**src/sv/lpd_pkg.sv**
```systemverilog
package lpd_pkg;

   localparam int HEADER_BYTES_DEF = 4;
   localparam int HEADER_BYTES_MAX = 4;
   localparam int COUNT_W = 3;
   localparam int LENGTH_W = 32;
   localparam int BYTE_W = 8;
   localparam logic [LENGTH_W-1:0] MAX_LENGTH_RESET = 32'd65535;

   typedef struct packed {
      logic [BYTE_W-1:0] payload_byte;
      logic              has_byte;
      logic              last;
      logic              length_error;
   } rsp_type;

endpackage

```
**src/sv/lpd_out_queue.sv**
```systemverilog
module lpd_out_queue (
   input  logic             clock,
   input  logic             reset,
   input  logic             push,
   input  lpd_pkg::rsp_type push_data,
   input  logic             pop,
   output logic             has_space,
   output logic             out_valid,
   output lpd_pkg::rsp_type out_data
);

   lpd_pkg::rsp_type entry_ff [2];
   logic             wr_ptr_ff;
   logic             rd_ptr_ff;
   logic [1:0]       count_ff;
   logic [1:0]       count_in;

   assign has_space = (count_ff != 2'd2);
   assign out_valid = (count_ff != 2'd0);
   assign out_data  = entry_ff[rd_ptr_ff];

   always_comb begin
      count_in = count_ff;
      if (push && !pop) begin
         count_in = count_ff + 2'd1;
      end else if (pop && !push) begin
         count_in = count_ff - 2'd1;
      end
   end

   always_ff @(posedge clock) begin
      if (reset) begin
         wr_ptr_ff <= 1'b0;
         rd_ptr_ff <= 1'b0;
         count_ff  <= 2'd0;
      end else begin
         if (push) begin
            wr_ptr_ff <= ~wr_ptr_ff;
         end
         if (pop) begin
            rd_ptr_ff <= ~rd_ptr_ff;
         end
         count_ff <= count_in;
      end
   end

   always_ff @(posedge clock) begin
      if (push) begin
         entry_ff[wr_ptr_ff] <= push_data;
      end
   end

endmodule

```
**src/sv/length_prefix_deframer.sv**
```systemverilog
// Length-prefixed stream deframer. Each packet on the byte stream opens with a
// little-endian header of HEADER_BYTES bytes giving the payload length, taken
// as unsigned; the payload bytes that follow are passed through one per
// transaction, and the final one is flagged last. A zero length gives a single
// empty transaction flagged last on the final header byte. A length above
// max_length gives a transaction with length_error set and no data; the
// payload bytes are still counted and passed on. One byte is taken every clock
// while req_stall is low: a byte is registered, decoded by the header/payload
// counters and written to a two-entry output queue, and a stall on the result
// side holds the input only once the queue is full. max_length is written
// through the csr port, which is always ready.
module length_prefix_deframer #(
   parameter int HEADER_BYTES = lpd_pkg::HEADER_BYTES_DEF
) (
   input  logic                         clock,
   input  logic                         reset,
   input  logic                         req_valid,
   output logic                         req_stall,
   input  logic [lpd_pkg::BYTE_W-1:0]   req_data_byte,
   output logic                         rsp_valid,
   input  logic                         rsp_stall,
   output logic [lpd_pkg::BYTE_W-1:0]   rsp_payload_byte,
   output logic                         rsp_has_byte,
   output logic                         rsp_last,
   output logic                         rsp_length_error,
   input  logic                         csr_valid,
   output logic                         csr_ready,
   input  logic [lpd_pkg::LENGTH_W-1:0] csr_max_length
);

   localparam logic [lpd_pkg::COUNT_W-1:0] HdrLastPos =
      lpd_pkg::COUNT_W'(HEADER_BYTES - 1);

   logic                          in_valid_ff;
   logic [lpd_pkg::BYTE_W-1:0]    in_byte_ff;
   logic [lpd_pkg::LENGTH_W-1:0]  max_length_ff;
   logic                          in_payload_ff;
   logic                          in_payload_in;
   logic [lpd_pkg::COUNT_W-1:0]   header_count_ff;
   logic [lpd_pkg::COUNT_W-1:0]   header_count_in;
   logic [lpd_pkg::LENGTH_W-1:0]  length_ff;
   logic [lpd_pkg::LENGTH_W-1:0]  length_in;
   logic [lpd_pkg::LENGTH_W-1:0]  bytes_left_ff;
   logic [lpd_pkg::LENGTH_W-1:0]  bytes_left_in;
   logic [lpd_pkg::LENGTH_W-1:0]  assembled;
   logic                          len_err;
   logic                          fin_payload;
   logic                          advance;
   logic                          push;
   logic                          has_space;
   lpd_pkg::rsp_type              rsp_in;
   lpd_pkg::rsp_type              rsp_out;

   assign advance   = in_valid_ff && has_space;
   assign req_stall = in_valid_ff && !has_space;
   assign csr_ready = 1'b1;

   always_comb begin
      assembled = (header_count_ff == '0) ? '0 : length_ff;
      for (int i = 0; i < lpd_pkg::HEADER_BYTES_MAX; i++) begin
         if (header_count_ff == lpd_pkg::COUNT_W'(i)) begin
            assembled[8*i +: 8] = assembled[8*i +: 8] | in_byte_ff;
         end
      end
   end

   assign len_err     = (assembled > max_length_ff);
   assign fin_payload = (bytes_left_ff <= lpd_pkg::LENGTH_W'(1));

   always_comb begin
      in_payload_in   = in_payload_ff;
      header_count_in = header_count_ff;
      length_in       = length_ff;
      bytes_left_in   = bytes_left_ff;
      push            = 1'b0;
      rsp_in          = '0;
      if (advance) begin
         if (in_payload_ff) begin
            push                = 1'b1;
            rsp_in.payload_byte = in_byte_ff;
            rsp_in.has_byte     = 1'b1;
            rsp_in.last         = fin_payload;
            if (fin_payload) begin
               bytes_left_in   = '0;
               in_payload_in   = 1'b0;
               header_count_in = '0;
            end else begin
               bytes_left_in = bytes_left_ff - lpd_pkg::LENGTH_W'(1);
            end
         end else begin
            length_in = assembled;
            if (header_count_ff < HdrLastPos) begin
               header_count_in = header_count_ff + lpd_pkg::COUNT_W'(1);
            end else begin
               header_count_in = '0;
               if (assembled == '0) begin
                  push                = 1'b1;
                  rsp_in.last         = 1'b1;
                  rsp_in.length_error = len_err;
                  in_payload_in       = 1'b0;
                  bytes_left_in       = '0;
               end else begin
                  in_payload_in = 1'b1;
                  bytes_left_in = assembled;
                  if (len_err) begin
                     push                = 1'b1;
                     rsp_in.length_error = 1'b1;
                  end
               end
            end
         end
      end
   end

   always_ff @(posedge clock) begin
      if (reset) begin
         in_valid_ff     <= 1'b0;
         max_length_ff   <= lpd_pkg::MAX_LENGTH_RESET;
         in_payload_ff   <= 1'b0;
         header_count_ff <= '0;
         length_ff       <= '0;
         bytes_left_ff   <= '0;
      end else begin
         if (!req_stall) begin
            in_valid_ff <= req_valid;
         end
         if (csr_valid && csr_ready) begin
            max_length_ff <= csr_max_length;
         end
         in_payload_ff   <= in_payload_in;
         header_count_ff <= header_count_in;
         length_ff       <= length_in;
         bytes_left_ff   <= bytes_left_in;
      end
   end

   always_ff @(posedge clock) begin
      if (!req_stall && req_valid) begin
         in_byte_ff <= req_data_byte;
      end
   end

   lpd_out_queue u_out_queue (
      .clock     (clock),
      .reset     (reset),
      .push      (push),
      .push_data (rsp_in),
      .pop       (rsp_valid && !rsp_stall),
      .has_space (has_space),
      .out_valid (rsp_valid),
      .out_data  (rsp_out)
   );

   assign rsp_payload_byte = rsp_out.payload_byte;
   assign rsp_has_byte     = rsp_out.has_byte;
   assign rsp_last         = rsp_out.last;
   assign rsp_length_error = rsp_out.length_error;

endmodule

```
**config.mk**
```make
export PLATFORM = sky130hd
export DESIGN_NAME = length_prefix_deframer
export DESIGN_NICKNAME = d
export VERILOG_FILES = /design/src/sv/lpd_pkg.sv /design/src/sv/lpd_out_queue.sv /design/src/sv/length_prefix_deframer.sv
export SDC_FILE = /design/constraint.sdc
export NUM_CORES = 1
export LEC_CHECK = 0
export BUFFER_PORTS_ARGS = -buffer_cell sky130_fd_sc_hd__clkbuf_2
export CORE_ASPECT_RATIO = 1.4
export CORE_MARGIN = 5
export CORE_UTILIZATION = 40
export DETAILED_ROUTE_END_ITERATION = 12
export GPL_ROUTABILITY_DRIVEN = 0
export HOLD_SLACK_MARGIN = 0.05
export PLACE_DENSITY = 0.66
export REMOVE_ABC_BUFFERS = 1
export SLEW_MARGIN = 15
export SYNTH_ARGS = -nofsm -noshare
export SYNTH_HDL_FRONTEND = slang
export SYNTH_SLANG_ARGS = --single-unit
```
**constraint.sdc**
```tcl
create_clock -name clock -period 5.5 [get_ports clock]
set_input_delay 1.375 -clock clock [delete_from_list [all_inputs] [get_ports clock]]
set_output_delay 1.375 -clock clock [all_outputs]
set_load 0.02 [all_outputs]
```
-- Yosys cells after proc, flatten, opt, wreduce, memory -nomap -nowiden
Memories as Yosys holds them, arrays and structs flattened. A register that Yosys moved wholly into a read port is not among the register bits.
Index checks and enable logic that the tools add are counted.
- $add $sub $neg: 4
- magnitude comparators: 3
- eq/ne operators: 6
- muxes and demuxes: 34
- bitwise gates (word level): 7
- reduce and logical (&&, ||, !) cells: 18
- operators by type and width (kind ; number):
    32-bit 2-to-1 mux ; 5
    32-bit > comparator ; 1
    32-bit by 1-bit less-or-equal comparator with 1-bit output (second input constant) ; 1
    32-bit logical NOT ; 1
    8-bit 2-to-1 mux ; 4
    8-bit OR ; 4
    32-bit by 1-bit subtractor with 32-bit output (second input constant) ; 1
    1-bit 2-to-1 mux ; 17
    11-bit 2-to-1 mux ; 1
    3-bit 2-to-1 mux ; 3
    9-bit 2-to-1 mux ; 1
    3-bit by 2-bit equality test with 1-bit output (second input constant) ; 2
    1-bit logical AND ; 6
    2-bit 2-to-1 mux ; 3
    2-bit AND reduction ; 3
    1-bit logical NOT ; 5
    2-bit inequality test (second input constant) ; 2
    2-bit nonzero test ; 2
    3-bit by 1-bit adder with 3-bit output (second input constant) ; 1
    3-bit by 1-bit equality test with 1-bit output (second input constant) ; 1
    3-bit logical NOT ; 1
    3-bit by 2-bit < comparator with 1-bit output (second input constant) ; 1
    1-bit NOT ; 3
    2-bit by 1-bit adder with 2-bit output (second input constant) ; 1
    other kinds (2) ; 2
- flip-flop bits (word level): 113
- RAM bits: 22
- bits of input ports: 45
- word-level logic and storage cells: 83
- memories: 1
- memory list (memory ; depth ; width ; rd ports ; clocked after memory_dff ; wr ports ; line ; RTL):
    u_out_queue.entry_ff ; 2 ; 11 ; 1 ; 1 ; 1 ; lpd_out_queue.sv:12 ; lpd_pkg::rsp_type entry_ff [2];

-- Longest topological paths before layout
- depth after elaboration: 14
- depth in mapped cells: 18
- mapped depth without buffers: 16

-- By module
Synthesis repeated with hierarchy kept, for this count alone.
- cell total of the unflattened synthesis: 802
- area, all modules: 7075.5 µm²
- by module, submodules not included (module ; times used ; cells each ; area each (µm²) ; seq. area each (µm²)):
    length_prefix_deframer ; 1 ; 746 ; 6078.3 ; 2262.2
    lpd_out_queue ; 1 ; 56 ; 997.2 ; 760.7

-- Least setup slack after synthesis
No wires, ideal clock.
- kind: register to register
- start: reg header_count_ff[0] (netlist name)
- end: reg u_out_queue.count_ff[1]
- data arrival time: 4.044 ns
- data required time: 5.429 ns
- setup slack: 1.386 ns
- stages on the path, launching flop included: 18
- buffers on the path: 3
- cells stage by stage: dfxtp_1 -> inv_1 -> ha_1 -> nand2b_1 -> buf_2 -> buf_2 -> buf_2 -> mux2_2 -> ha_1 -> nor2b_1 -> o211ai_1 -> a21boi_0 -> or4b_1 -> a211oi_1 -> o32ai_2 -> ha_1 -> or3_1 -> a21oi_1
- cells in the longest elaborated chain, start to end: 13
- ends and longest elaborated chain (element ; line ; RTL):
    start: declaration ; length_prefix_deframer.sv:39 ; logic [lpd_pkg::COUNT_W-1:0] header_count_ff;
    start signal: assignment ; length_prefix_deframer.sv:131 ; header_count_ff <= header_count_in;
    3-bit logical NOT * ; length_prefix_deframer.sv:59, length_prefix_deframer.sv:61 ;
    32-bit 2-to-1 mux ; length_prefix_deframer.sv:59 ; assembled = (header_count_ff == '0) ? '0 : length_ff;
    8-bit OR ; length_prefix_deframer.sv:62 ; assembled[8*i +: 8] = assembled[8*i +: 8] | in_byte_ff;
    8-bit 2-to-1 mux * ; length_prefix_deframer.sv:61 ; if (header_count_ff == lpd_pkg::COUNT_W'(i)) begin
    net assembled, one bit ; length_prefix_deframer.sv:45 ; logic [lpd_pkg::LENGTH_W-1:0] assembled;
    32-bit > comparator ; length_prefix_deframer.sv:67 ; assign len_err = (assembled > max_length_ff);
    1-bit 2-to-1 mux ; length_prefix_deframer.sv:105 ; if (len_err) begin
    1-bit 2-to-1 mux * ; length_prefix_deframer.sv:96 ; if (assembled == '0) begin
    1-bit 2-to-1 mux * ; length_prefix_deframer.sv:92 ; if (header_count_ff < HdrLastPos) begin
    1-bit 2-to-1 mux * ; length_prefix_deframer.sv:78 ; if (in_payload_ff) begin
    1-bit 2-to-1 mux * ; length_prefix_deframer.sv:77 ; if (advance) begin
    net push ; length_prefix_deframer.sv:49 ; logic push;
    1-bit logical NOT ; lpd_out_queue.sv:26 ; end else if (pop && !push) begin
    1-bit logical AND ; lpd_out_queue.sv:26 ;
    2-bit nonzero test (no source line) ; n/a ;
    end signal: assignment ; lpd_out_queue.sv:43 ; count_ff <= count_in;
    end: declaration ; lpd_out_queue.sv:15 ; logic [1:0] count_ff;
Mark *: on every way through the listed nets, which the timed path passes. The rest lies on a longest branch.
A chain may end at the register's enable or synchronous reset.

-- Worst setup path in the final report
Same ends and word-level chain as after synthesis.

==> metrics <==
status finished clean; yosys warns 0; largest net degree at the start of global routing 75; Residual DRC 0; synth unique cells slightly above 60; Area after DPL 7490 µm²; r2r setup slk ~0.85 ns; RSZ-0062 raised after global routing no; critical path, cell by cell inv_1 -> ha_1 -> nand2b_1 -> mux2_2 -> ha_1 -> nor2b_1 -> o211ai_1 -> a21boi_0 -> or4b_1 -> a211oi_1 -> o32ai_2 -> ha_1 -> or3_1 -> a21oi_1; most frequent cells in the layout 106 x dfxtp_1, 96 x nor2_1, 63 x inv_1, 57 x clkbuf_2, 42 x nand2_1; Fin Hold WS 0.475 ns; Final Total Pwr 0.00256 W; P&R area growth vs syn 15.1%; Crit-path slowest cell nand2b_1; CP max FO 20; # setup viols final 0; post-synthesis sequential area ratio 0.430; crit path DAT about 5.0 ns; hold-fix buffer count after cts 0; die height 167 µm; kind of critical path flop to flop; ANT nets after route 0; post-synthesis register bit count between 100 and 150; Post-Syn Instances 788; Core Rows 57; number of placed instances with taps included 1,041; drt first pass iters 5; Final TNS setup 0 ns; cts bufs inserted 17; Worst setup EP type flop; Tcrit/Tclk final 0.846; post-synthesis area per instance 8.92 µm²; vias in the first global route between 5k and 6k; Die X between 100 and 150 µm; required time of the worst setup path 5.86 ns; initial antenna violation count 0; clock latency on the worst-skew pair 0.43 ns; CP startpoint kind flop; TritonCTS clock tree yes; Tot GR Track Use 0.190; commonest non-fill, non-tap cell in the layout dfxtp_1; EDFF count, synth 30; critical path startpoint header_count_ff[0]; CP delay by family, top simple AND/OR/NAND/NOR gates; Filler cells 1,669; Fin Clk Skew 0.0143 ns; WL per Instance 17.6 µm; Slew Viols, Final 0; Setup crit end u_out_queue.count_ff[1]; Crit path top cell by count ha_1; number of port buffers 57; critical path buffer and inverter count 1; Tmin final around 4.7 ns; Core Area 17,300 µm²; layout cells sized above 1 0.153; CTS root buf clkbuf_16; global-route wire length before repair around 30,000 µm; Syn Std Cell Area 7030 µm²; Levels on crit path 14; HPWL Detailed 13,000 µm; Post-Layout Cell Count around 1.1k; FF-to-FF Start header_count_ff[0]; Setup Fix Bufs, Post-CTS 0; Max H-tree Level 4; FF-to-FF End u_out_queue.count_ff[1]; Vias/cell approximately 5.5; Die ar. 20,400 µm²; Synth Flop Type dfxtp_1; WL final 18,900 µm; R2R depth 14; Slew @ Worst Pin 1.13 ns; Power Dens Cells 316 nW/µm²; Resized cells post-CTS 0; Final Hold Viols 0; drt initial violations 477; maximum vdd drop 0.145 mV; leakage power 3.52 nW; Sink Count approximately 140; clk slew on worst S/H paths 0.07 ns; Async SR Flop Fraction 0; final instance area 8090 µm²; # Max-Cap Violations 0; Starting Density 0.406; total grt overflow 0; clk buf depth 2; Worst path max stage delay 0.62 ns; io pins 59; via count 5,954; final net count 910; Tightest Hold Check Type flop to flop; ant diodes 0; Slew Limit Headroom 0.244; FMAX 215 MHz
-- cells by family (layout without fill, tap and decap cells) --
family / Yosys count / count (layout) / share of synthesized area
XOR/XNOR: 14 / 14 / 0.0174
AND/OR/NAND/NOR: 253 / 253 / 0.177
AO/OA/AOI/OAI: 193 / 193 / 0.183
other: 1 / 1 / 0.000534
adder cells (fa/ha/maj): 40 / 40 / 0.0712
flip-flops: 136 / 136 / 0.430
multiplexers: 37 / 37 / 0.0559
buffers and inverters: 114 / 164 / 0.0648
-- where the power goes --
part           switching [W]  internal, W
Sequential         0.0000388      0.00106
Combinational       0.000196     0.000128
Clock               0.000490     0.000642
Total               0.000725      0.00183
-- flip-flops by register name, indices dropped and copies added (netlist names), named ones only --
signal and flops:
in_payload_ff 1, u_out_queue.wr_ptr_ff 1, u_out_queue.count_ff 2, in_valid_ff 1, header_count_ff 3, u_out_queue.entry_ff 22, length_ff 32, max_length_ff 32
in_byte_ff 8, bytes_left_ff 32, u_out_queue.rd_ptr_ff 1
-- how the worst min path moves through the flow --
stage,from,to,cells after the start,slack (ns)
detailed placement,bytes_left_ff[16],bytes_left_ff[16],2,0.46
floorplan,bytes_left_ff[16],bytes_left_ff[16],2,0.44
CTS,bytes_left_ff[16],bytes_left_ff[16],2,0.47
finish,bytes_left_ff[16],bytes_left_ff[16],2,0.47
global route,bytes_left_ff[16],bytes_left_ff[16],2,0.50
global placement,bytes_left_ff[16],bytes_left_ff[16],2,0.45
-- cell type report --
type                       instances  area (µm²)  share of cell area
multi-input combinational        538        3570               0.441
sequential                       136        3020               0.374
clock buffer                      17         425              0.0526
timing repair buffer              68         380              0.0470
tap                              236         295              0.0365
inverter                          64         240              0.0297
clock inverter                    15         156              0.0193
-- worst reg2reg max path, stage by stage, from the launching register on --
cell and delay [ns]:
dfxtp_1 0.40, inv_1 0.10, ha_1 0.20, nand2b_1 0.62
mux2_2 0.45, ha_1 0.30, nor2b_1 0.14, o211ai_1 0.14
a21boi_0 0.09, or4b_1 0.61, a211oi_1 0.44, o32ai_2 0.19
ha_1 0.40, or3_1 0.36, a21oi_1 0.15
-- cell usage after synthesis, drive strengths merged (2+ instances only) --
library cell | n | area share
a211oi | 27 | 0.029
a21o | 4 | 0.0043
a21oi | 38 | 0.028
a221oi | 9 | 0.011
a22o | 3 | 0.0037
a22oi | 27 | 0.029
a32oi | 3 | 0.0037
and2 | 2 | 0.0018
and3 | 10 | 0.0089
buf | 10 | 0.0093
clkbuf | 40 | 0.021
dfxtp | 106 | 0.30
edfxtp | 30 | 0.13
ha | 40 | 0.071
inv | 63 | 0.034
mux2 | 18 | 0.029
mux2i | 19 | 0.027
nand2 | 42 | 0.022
nand2b | 5 | 0.0045
nand3 | 15 | 0.011
nand3b | 2 | 0.0021
nand4 | 16 | 0.014
nor2 | 97 | 0.052
nor2b | 7 | 0.0062
nor3 | 25 | 0.019
nor4 | 16 | 0.018
o211ai | 17 | 0.018
o21ai | 43 | 0.031
o22ai | 6 | 0.0053
o31a | 2 | 0.0025
o32ai | 4 | 0.0061
or2 | 2 | 0.0018
or3 | 7 | 0.0062
or4 | 4 | 0.0053
xnor2 | 8 | 0.010
xor2 | 6 | 0.0075
-- metrics by stage --
stage               setup slack (ns)   util
floorplan                       1.20      -
global placement                1.00  0.432
detailed placement             0.894  0.432
CTS                            0.863  0.466
global route                   0.513  0.467
finish                         0.849  0.467
-- layer usage --
metal | GRT usage | share of wire | vias to the layer above
li1 | - | - | 2933
met3 | 0.0336 | 0.052 | 50
met5 | 0 | 0 | -
met2 | 0.326 | 0.51 | 183
met4 | 0.104 | 0.047 | 0
met1 | 0.220 | 0.39 | 2788
No activity file was read; power rests on OpenSTA's default activity.
